$ cat config.mk
export PLATFORM = sky130hd
export DESIGN_NAME = closable_ring_fifo_unit
export DESIGN_NICKNAME = d
export VERILOG_FILES = /design/src/design/crf_pkg.sv /design/src/design/closable_ring_fifo_unit.sv /design/src/design/crf_ram.sv /design/src/design/crf_skid.sv
export VERILOG_INCLUDE_DIRS = /design/src /design/src/design
export SDC_FILE = /design/constraint.sdc
export NUM_CORES = 1
export LEC_CHECK = 0
export BUFFER_PORTS_ARGS = -buffer_cell sky130_fd_sc_hd__buf_2
export CAP_MARGIN = 20
export CORE_MARGIN = 5
export CORE_UTILIZATION = 60
export CTS_BUF_LIST = sky130_fd_sc_hd__clkbuf_2
export CTS_CLUSTER_DIAMETER = 150
export DETAILED_ROUTE_END_ITERATION = 12
export PLACE_DENSITY = 0.75
export REMOVE_ABC_BUFFERS = 1
export SYNTH_ARGS = -nofsm -noshare
export SYNTH_HDL_FRONTEND = slang
export SYNTH_HIERARCHICAL = 1
export SYNTH_SLANG_ARGS = --single-unit
$ cat constraint.sdc
create_clock -name clk -period 15.55 [get_ports clk]
set_input_delay 1.555 -clock clk [delete_from_list [all_inputs] [get_ports clk]]
set_output_delay 1.555 -clock clk [all_outputs]
set_load 0.01 [all_outputs]
$ cat src/design/closable_ring_fifo_unit_macros.svh
// Assertion helpers used by closable_ring_fifo_unit
`ifndef CLOSABLE_RING_FIFO_UNIT_MACROS_SVH
`define CLOSABLE_RING_FIFO_UNIT_MACROS_SVH

// Same-cycle implication, sampled on clk, quiet during reset
`define CRF_ASSERT_NOW(label, ante, cons) \
	label: assert property (@(posedge clk) disable iff (!arst_n) (ante) |-> (cons)) \
		else $error("closable ring fifo: same-cycle check failed");

// Next-cycle implication, sampled on clk, quiet during reset
`define CRF_ASSERT_NEXT(label, ante, cons) \
	label: assert property (@(posedge clk) disable iff (!arst_n) (ante) |=> (cons)) \
		else $error("closable ring fifo: next-cycle check failed");

`endif

$ cat src/design/crf_pkg.sv
package crf_pkg;

	// Fixed field widths
	localparam int ACT_W  = 2;
	localparam int DATA_W = 32;
	localparam int FILL_W = 5;
	localparam int STAT_W = 2;

	// Defaults for the top-level parameters
	localparam int DEF_DEPTH = 16;
	localparam int DEF_WIDTH = 32;

	// Depth limit after reset
	localparam logic [FILL_W-1:0] LIMIT_RST = 5'd16;

	// Action codes
	localparam logic [ACT_W-1:0] ACT_SEND  = 2'd0;
	localparam logic [ACT_W-1:0] ACT_RECV  = 2'd1;
	localparam logic [ACT_W-1:0] ACT_CLOSE = 2'd2;

	// Status codes
	localparam logic [STAT_W-1:0] ST_OK     = 2'd0;
	localparam logic [STAT_W-1:0] ST_FULL   = 2'd1;
	localparam logic [STAT_W-1:0] ST_EMPTY  = 2'd2;
	localparam logic [STAT_W-1:0] ST_CLOSED = 2'd3;

	// One result beat, status in the lowest bits
	typedef struct packed {
		logic              is_closed;
		logic [FILL_W-1:0] fill_count;
		logic [DATA_W-1:0] data_out;
		logic [STAT_W-1:0] status;
	} result_t;

endpackage

$ cat src/design/closable_ring_fifo_unit.sv
// Closable ring-buffer FIFO. Each input beat carries an action in s_tuser (send, receive or
// close) and a value in s_tdata; each beat gives exactly one result beat with status, popped
// value (zero unless a receive succeeded), fill count and closed flag. One beat is taken per
// clock while the first stage can move on. An accepted beat updates the pointers and launches
// the single registered read of the storage RAM, then the output register is loaded; a
// two-entry output stage keeps the input moving while a result waits. cfg_data sets the depth
// limit (0 acts as 1, above DEPTH acts as DEPTH, reset 16); the user must write it only while
// the block is idle; the block does not enforce this. Storage is not cleared: there is no
// start-up pass, only written slots are ever read, and slots wrap modulo DEPTH for any limit.
`include "closable_ring_fifo_unit_macros.svh"

module closable_ring_fifo_unit #(
	parameter int DEPTH = crf_pkg::DEF_DEPTH,
	parameter int WIDTH = crf_pkg::DEF_WIDTH
) (
	input  logic                        clk,
	input  logic                        arst_n,
	// configuration: depth_limit
	input  logic                        cfg_valid,
	output logic                        cfg_ready,
	input  logic [crf_pkg::FILL_W-1:0]  cfg_data,
	// input beats
	input  logic                        s_tvalid,
	output logic                        s_tready,
	input  logic [crf_pkg::DATA_W-1:0]  s_tdata,  // [31:0] data_in
	input  logic [crf_pkg::ACT_W-1:0]   s_tuser,  // [1:0] action
	// result beats
	output logic                        m_tvalid,
	input  logic                        m_tready,
	output logic [39:0]                 m_tdata   // [1:0] status, [33:2] data_out,
	                                              // [38:34] fill_count, [39] is_closed
);

	import crf_pkg::*;

	localparam int PTR_W   = $clog2(DEPTH);
	localparam int SUM_W   = ((PTR_W > FILL_W) ? PTR_W : FILL_W) + 1;
	localparam int LIM_MAX = (DEPTH < 31) ? DEPTH : 31;

	// Architectural state
	logic [PTR_W-1:0]  rd_ptr_q;
	logic [FILL_W-1:0] held_q;
	logic              closed_q;
	logic [FILL_W-1:0] limit_q;

	// First stage
	logic              valid_s1;
	logic [STAT_W-1:0] status_s1;
	logic              pop_s1;
	logic [FILL_W-1:0] fill_s1;
	logic              closed_s1;

	logic              accept;
	logic              s1_move;
	logic              skid_ready;
	logic [FILL_W-1:0] lim_eff;
	logic [STAT_W-1:0] status_d;
	logic              push;
	logic              pop;
	logic              closed_d;
	logic [FILL_W-1:0] held_d;
	logic [SUM_W-1:0]  wr_sum;
	logic [SUM_W-1:0]  wr_wrap;
	logic [PTR_W-1:0]  wr_addr;
	logic [PTR_W-1:0]  rd_next;
	logic [WIDTH-1:0]  wr_data;
	logic [WIDTH-1:0]  rd_data;
	result_t           res_s1;
	result_t           res_out;

	assign cfg_ready = 1'b1;
	assign accept    = s_tvalid && s_tready;
	assign s1_move   = valid_s1 && skid_ready;
	assign s_tready  = !valid_s1 || skid_ready;

	// Clamp the depth limit to 1..min(DEPTH, 31)
	always_comb begin
		if (limit_q == '0) begin
			lim_eff = FILL_W'(1);
		end else if (limit_q > FILL_W'(LIM_MAX)) begin
			lim_eff = FILL_W'(LIM_MAX);
		end else begin
			lim_eff = limit_q;
		end
	end

	// Decode the action against the current state
	always_comb begin
		status_d = ST_OK;
		push     = 1'b0;
		pop      = 1'b0;
		closed_d = closed_q;
		unique case (s_tuser)
			ACT_SEND: begin
				if (closed_q) begin
					status_d = ST_CLOSED;
				end else if (held_q >= lim_eff) begin
					status_d = ST_FULL;
				end else begin
					push = 1'b1;
				end
			end
			ACT_RECV: begin
				if (held_q != '0) begin
					pop = 1'b1;
				end else begin
					status_d = closed_q ? ST_CLOSED : ST_EMPTY;
				end
			end
			ACT_CLOSE: begin
				if (closed_q) begin
					status_d = ST_CLOSED;
				end
				closed_d = 1'b1;
			end
			default: begin
			end
		endcase
	end

	// Advance the fill count
	always_comb begin
		if (push) begin
			held_d = held_q + FILL_W'(1);
		end else if (pop) begin
			held_d = held_q - FILL_W'(1);
		end else begin
			held_d = held_q;
		end
	end

	// Slot behind the newest value, wrapped modulo DEPTH
	assign wr_sum  = SUM_W'(rd_ptr_q) + SUM_W'(held_q);
	assign wr_wrap = (wr_sum >= SUM_W'(DEPTH)) ? (wr_sum - SUM_W'(DEPTH)) : wr_sum;
	assign wr_addr = wr_wrap[PTR_W-1:0];
	assign rd_next = (rd_ptr_q == PTR_W'(DEPTH - 1)) ? '0 : (rd_ptr_q + PTR_W'(1));
	assign wr_data = WIDTH'(s_tdata);

	// State update on each accepted beat and each configuration write
	always_ff @(posedge clk or negedge arst_n) begin
		if (!arst_n) begin
			rd_ptr_q <= '0;
			held_q   <= '0;
			closed_q <= 1'b0;
			limit_q  <= LIMIT_RST;
		end else begin
			if (cfg_valid && cfg_ready) begin
				limit_q <= cfg_data;
			end
			if (accept) begin
				held_q   <= held_d;
				closed_q <= closed_d;
				if (pop) begin
					rd_ptr_q <= rd_next;
				end
			end
		end
	end

	// First-stage control
	always_ff @(posedge clk or negedge arst_n) begin
		if (!arst_n) begin
			valid_s1 <= 1'b0;
		end else if (s_tready) begin
			valid_s1 <= s_tvalid;
		end
	end

	// First-stage payload
	always_ff @(posedge clk) begin
		if (accept) begin
			status_s1 <= status_d;
			pop_s1    <= pop;
			fill_s1   <= held_d;
			closed_s1 <= closed_d;
		end
	end

	crf_ram #(
		.WIDTH (WIDTH),
		.DEPTH (DEPTH)
	) u_ram (
		.clk   (clk),
		.we    (accept && push),
		.waddr (wr_addr),
		.wdata (wr_data),
		.re    (accept && pop),
		.raddr (rd_ptr_q),
		.rdata (rd_data)
	);

	// Assemble the result; popped value is zero unless a receive succeeded
	always_comb begin
		res_s1.status     = status_s1;
		res_s1.data_out   = pop_s1 ? DATA_W'(rd_data) : '0;
		res_s1.fill_count = fill_s1;
		res_s1.is_closed  = closed_s1;
	end

	crf_skid u_skid (
		.clk       (clk),
		.arst_n    (arst_n),
		.in_valid  (valid_s1),
		.in_ready  (skid_ready),
		.in_res    (res_s1),
		.out_valid (m_tvalid),
		.out_ready (m_tready),
		.out_res   (res_out)
	);

	assign m_tdata = res_out;

	// Checks
	`CRF_ASSERT_NOW(a_fill_bound, 1'b1, held_q <= FILL_W'(LIM_MAX))
	`CRF_ASSERT_NEXT(a_closed_sticks, closed_q, closed_q)
	`CRF_ASSERT_NEXT(a_rdata_held, valid_s1 && pop_s1 && !s1_move, $stable(rd_data))
	`CRF_ASSERT_NEXT(a_push_counts, accept && push, held_q == $past(held_q) + FILL_W'(1))
	`CRF_ASSERT_NOW(a_push_pop_excl, accept, !(push && pop))

endmodule

$ cat src/design/crf_ram.sv
module crf_ram #(
	parameter int WIDTH = 32,
	parameter int DEPTH = 16
) (
	input  logic                     clk,
	input  logic                     we,
	input  logic [$clog2(DEPTH)-1:0] waddr,
	input  logic [WIDTH-1:0]         wdata,
	input  logic                     re,
	input  logic [$clog2(DEPTH)-1:0] raddr,
	output logic [WIDTH-1:0]         rdata
);

	logic [WIDTH-1:0] mem [DEPTH];

	// Write port
	always_ff @(posedge clk) begin
		if (we) begin
			mem[waddr] <= wdata;
		end
	end

	// Registered read port, holds between reads
	always_ff @(posedge clk) begin
		if (re) begin
			rdata <= mem[raddr];
		end
	end

endmodule

$ cat src/design/crf_skid.sv
module crf_skid (
	input  logic             clk,
	input  logic             arst_n,
	input  logic             in_valid,
	output logic             in_ready,
	input  crf_pkg::result_t in_res,
	output logic             out_valid,
	input  logic             out_ready,
	output crf_pkg::result_t out_res
);

	import crf_pkg::*;

	logic    main_v_q;
	logic    skid_v_q;
	result_t main_q;
	result_t skid_q;
	logic    load_main;

	assign in_ready  = !skid_v_q;
	assign out_valid = main_v_q;
	assign out_res   = main_q;
	assign load_main = !main_v_q || out_ready;

	// Control: refill the output register from the skid entry first
	always_ff @(posedge clk or negedge arst_n) begin
		if (!arst_n) begin
			main_v_q <= 1'b0;
			skid_v_q <= 1'b0;
		end else if (load_main) begin
			main_v_q <= skid_v_q || in_valid;
			skid_v_q <= 1'b0;
		end else if (in_valid && in_ready) begin
			skid_v_q <= 1'b1;
		end
	end

	// Payload
	always_ff @(posedge clk) begin
		if (load_main) begin
			main_q <= skid_v_q ? skid_q : in_res;
		end else if (in_valid && in_ready) begin
			skid_q <= in_res;
		end
	end

endmodule

; After elaboration in Yosys (flattened, before gate mapping)
; Memory sizes are Yosys's and may differ from the RTL's. A register that Yosys moved wholly into a read port is not among the register bits.
; Index checks and enable logic that the tools add are counted.
[word_totals]
ramBits = 512
in_bits = 44
wordCells = 72
mem_count = 1
register_bits = 107
output_inout_bits = 43
[op_classes]
mux = 24
n_eq_ne = 3
n_bitwise = 1
reduce_logical = 16
addsub = 5
order_cmp = 3
[mem_list]
columns = memory, depth, width, rd, rd_ports_with_merged_regs, wr, line
row1 = u_ram.mem, 16, 32, 1, 1, 1, crf_ram.sv:14  ; logic [WIDTH-1:0] mem [DEPTH];
[ops]
columns = operator, n
row1 = $mux W40, 1
row2 = $mux W32, 1
row3 = $mux W5, 4
row4 = $mux W1, 12
row5 = $mux W4, 2
row6 = $add A4 B5 Y6, 1
row7 = $ge A6 B5 Y1 const B, 1
row8 = $mux W2, 3
row9 = $pmux W2 S3, 1
row10 = $add A5 B1 Y5 const B, 1
row11 = $ge A5 B5 Y1, 1
row12 = $gt A5 B5 Y1 const B, 1
row13 = $logic_not A5 Y1, 1
row14 = $reduce_bool A5 Y1, 1
row15 = $sub A5 B1 Y5 const B, 1
row16 = $add A4 B1 Y4 const B, 1
row17 = $eq A4 B4 Y1 const B, 1
row18 = $logic_and A1 B1 Y1, 4
row19 = $reduce_and A2 Y1, 2
row20 = $sub A4 B1 Y4 const B, 1
row21 = $logic_not A1 Y1, 3
row22 = $logic_or A1 B1 Y1, 3
row23 = $eq A2 B1 Y1 const B, 1
row24 = $eq A2 B2 Y1 const B, 1
row25 = 3 further kinds, 3

; Logic depth before layout (Yosys ltp)
[logic_depth]
word_depth = 10
ltp_mapped = 10
ltp_nobuf = 10

; Modules after synthesis
; Netlist, hierarchy kept.
[by_module_without_submodules]
columns = mod, seq_area_each_um2, cells_per_inst, area_per_inst_um2, n_inst
row1 = crf_ram, 16335.7, 838, 20174.3, 1
row2 = crf_skid, 2452.4, 133, 3156.8, 1
row3 = closable_ring_fifo_unit, 671.9, 179, 1715.4, 1

; Worst setup path before layout
; No wires, ideal clock.
[synth_path]
path_kind = input to register
from = in m_tready
to = reg u_skid/skid_q[0] (netlist bit) (enable)
arrival_ns = 5.624
stages = 2
path_slack_ns = 9.430
n_path_buf = 0
required_ns = 15.055
setup_ns = 0.495
cell_sequence = nand2b_1 > nor3b_1
[synth_via]
elab_chain_len = 3
[synth_rtl]
columns = element, line
row1 = "start, declared", closable_ring_fifo_unit.sv:29  ; input logic m_tready,
row2 = $logic_or A1 B1 Y1, crf_skid.sv:23  ; assign load_main = !main_v_q || out_ready;
row3 = $not A1 Y1 (no source line), n/a
row4 = $reduce_and A2 Y1 (no source line), n/a
row5 = "end signal, assigned", crf_skid.sv:43  ; skid_q <= in_res;
row6 = "end, declared", crf_skid.sv:17  ; result_t skid_q;
; No other way between the ends.
; A chain may end at the register's enable or synchronous reset.

==> metrics <==
# rows between 70 and 80; final period utilization 26.4%; GP Congestion 0.764; post-place setup slack 10960 ps; family with the most delay on the worst path buffers and inverters; WP buf/inv 2; CP max FO 49; CP endpoint kind register; hold_buf cts 0; PortBufs 85; status complete, no violations; die height 214 µm; layout cells sized above 1 37.7%; Max IR drop VDD 0.132 mV; Synth Warn # 6; Yosys cell types 52; Core Region 41100 µm²; clk_skew between 80 and 90 ps; cell mode on critical path buf_4; Gate power share 23.3%; power density cells 150 nW/µm²; Tot Pwr roughly 4.2 mW; kind of critical path register to register; Final Hold Vio Count 0; Remaining DRCs 0; most frequent cells in the layout edfxtp_1 (633), clkbuf_2 (221), mux4_2 (128); worst hold path class register to register; Avg Inst Size Synth 21.8 µm²; clock-pin transition on the worst setup and hold timing paths about 100 ps; Req. time, crit path 16310 ps; Post-Syn Instances 1150; Area Growth Syn to Fin 10.6%; max cap viols 0; Clock Sinks about 650; Max Transition Viols Final 0; Setup TNS 0 ps; EDFF count, synth ~630; top_reg_cell synth edfxtp_1; Core Util, Final 67.4%; Root Driver clkbuf_2; Vias/cell 6.07; Slew headroom 20.9%; GRT Util Overall a little over a fifth; Pre-Repair DR Iteration Count 9; CTS tree done; most common cell after layout, fill and taps aside edfxtp_1; CTS resizes 0; mapped cell area 25000 µm²; pin count of the biggest net entering global routing 59; initial drt markers 1115; final setup vio count 0; Detail Route Antenna Nets 0; Worst-Skew Late Latency about 1100 ps; CP max stage delay 940 ps; Async SR Flop Fraction 2.76%; Cell Int Power 2.94 mW; critical-path cell list buf_4 -> buf_4 -> mux4_2 -> a22oi_1 -> nand2_1; slowest CP cell dfrtp_4; final worst slack 11450 ps; Ports 87; register area 19500 µm²; Leak Pwr approximately 9.4 nW; post-CTS setup buffers 0; die area 45900 µm²; sw frac ~30%; sequential cell fraction of total power 50.0%; per-cell routed wire length 24.3 µm; Total Wirelength a little under 50000 µm; Layout Nets 1423; first-pass GRT wire length 75300 µm; Post-DP HPWL 26600 µm; vias 12200; Clock power frac 26.7%; reg-to-reg slack, setup about 11000 ps; die outline width 214 µm; Max clock buf depth 3; Arrival @ worst endpoint around 5000 ps; H-tree depth 4; Switch Pwr 1.23 mW; antenna violations before repair 2; FF+latch count, synth between 600 and 700; unrepaired setup endpoints after global routing false; fmax ~240 MHz; vias in the first global route 13000; sequential-to-total area share from yosys stat between 70% and 80%; CTS Buf Count roughly 150; total congestion overflow 0; Multi-input gate area 5340 µm²; Worst Tran Pin Value 1180 ps; fin crit period about 4100 ps; fill count 2697; Initial Utilization 60.9%; CP Launch Type register
==> cell usage after synthesis, types with 3 or more instances <==
| cell type | number | area (µm²) |
|---|---|---|
| buf_2 | 5 | 25.0 |
| o21ai_0 | 5 | 25.0 |
| buf_1 | 9 | 33.8 |
| mux4_2 | 128 | 2880 |
| buf_12 | 3 | 60.1 |
| nor2_1 | 23 | 86.3 |
| mux2_2 | 7 | 78.8 |
| and2_1 | 34 | 213 |
| buf_4 | 12 | 90.1 |
| a22oi_1 | 64 | 480 |
| nand3_1 | 7 | 35.0 |
| buf_6 | 3 | 33.8 |
| mux2_4 | 38 | 571 |
| dfrtp_1 | 17 | 425 |
| nor2b_1 | 3 | 18.8 |
| nand2_1 | 49 | 184 |
| o21ai_1 | 4 | 20.0 |
| ha_1 | 11 | 138 |
| xnor2_1 | 7 | 61.3 |
| clkbuf_1 | 20 | 75.1 |
| nand2b_1 | 5 | 31.3 |
| nand3b_1 | 4 | 30.0 |
| edfxtp_1 | 633 | 19000 |
| inv_1 | 14 | 52.6 |
| a21oi_1 | 7 | 35.0 |
| nor3_1 | 7 | 35.0 |
==> state kept, by name, indices dropped and copies added, names as in the netlist <==
name / cells
u_ram/mem: 512
u_skid/skid_v_q: 1
closed_s1: 1
rd_ptr_q: 4
valid_s1: 1
status_s1: 2
u_ram/rdata: 32
u_skid/out_valid: 1
fill_s1: 5
closed_q: 1
held_q: 5
pop_s1: 1
u_skid/out_res: 40
limit_q: 5
u_skid/skid_q: 40
==> per-layer routing <==
metal | vias up | share of wire (%) | track usage, %
met1 | 6276 | 41 | 29.8
met3 | 97 | 8.0 | 5.15
li1 | 5275 | - | -
met4 | 0 | 2.1 | 7.82
met5 | - | 0 | 0
met2 | 564 | 49 | 34.3
==> per-stage QoR <==
stage	cell area, µm²	hold slack, ps	std cells
2_1_floorplan	24700	422	1097
6_report	27700	414	2013
3_3_place_gp	26100	430	1738
4_1_cts	27600	321	2006
3_5_place_dp	26200	440	1739
5_1_grt	27700	350	2012
==> final timing paths <==
path,startpoint,endpoint,depth (start not counted)
setup / recovery,rd_ptr_q[0],u_ram/rdata[15],5
hold / removal,fill_s1[2],u_skid/skid_q[36],0
setup reg to reg,rd_ptr_q[0],u_ram/rdata[15],5
hold reg to reg,fill_s1[2],u_skid/skid_q[36],0
max in group asynchronous,arst_n,rd_ptr_q[1],1
min in group asynchronous,arst_n,rd_ptr_q[3],1
==> logic make-up (layout without fill, tap and decap cells) <==
logic type,after synthesis,in the layout,synth area share (%)
flip-flops,651,651,77.7
multiplexers,173,173,14.1
AND/OR/NAND/NOR,142,142,2.86
other,1,4,0.0150
XOR/XNOR,8,8,0.280
AO/OA/AOI/OAI,95,95,2.86
buffers and inverters,68,396,1.55
adder cells (fa/ha/maj),12,12,0.629
==> worst reg2reg max path, stage by stage (launching register included) <==
cell and delay, ps:
dfrtp_4 940, buf_4 880, buf_4 950, mux4_2 660
a22oi_1 270, nand2_1 90
==> power groups by stage <==
stage	Clock (mW)	Combinational (mW)	Sequential (mW)
after global routing	1.25	1.04	2.09
after CTS	1.15	0.969	2.08
after global placement	0	0.946	2.12
final	1.11	0.971	2.08
after floorplan	0	0.700	2.20
after detailed placement	0	0.965	2.12
==> layout make-up <==
| type | instances | area share [%] |
|---|---|---|
| Antenna cell | 3 | 0.0271 |
| Clock buffer | 221 | 3.99 |
| Clock inverter | 46 | 1.23 |
| Inverter | 15 | 0.203 |
| Multi-Input combinational cell | 431 | 19.3 |
| Sequential cell | 651 | 70.3 |
| Tap cell | 532 | 2.40 |
| Timing Repair Buffer | 114 | 2.63 |
(Power assumes the default switching activity.)
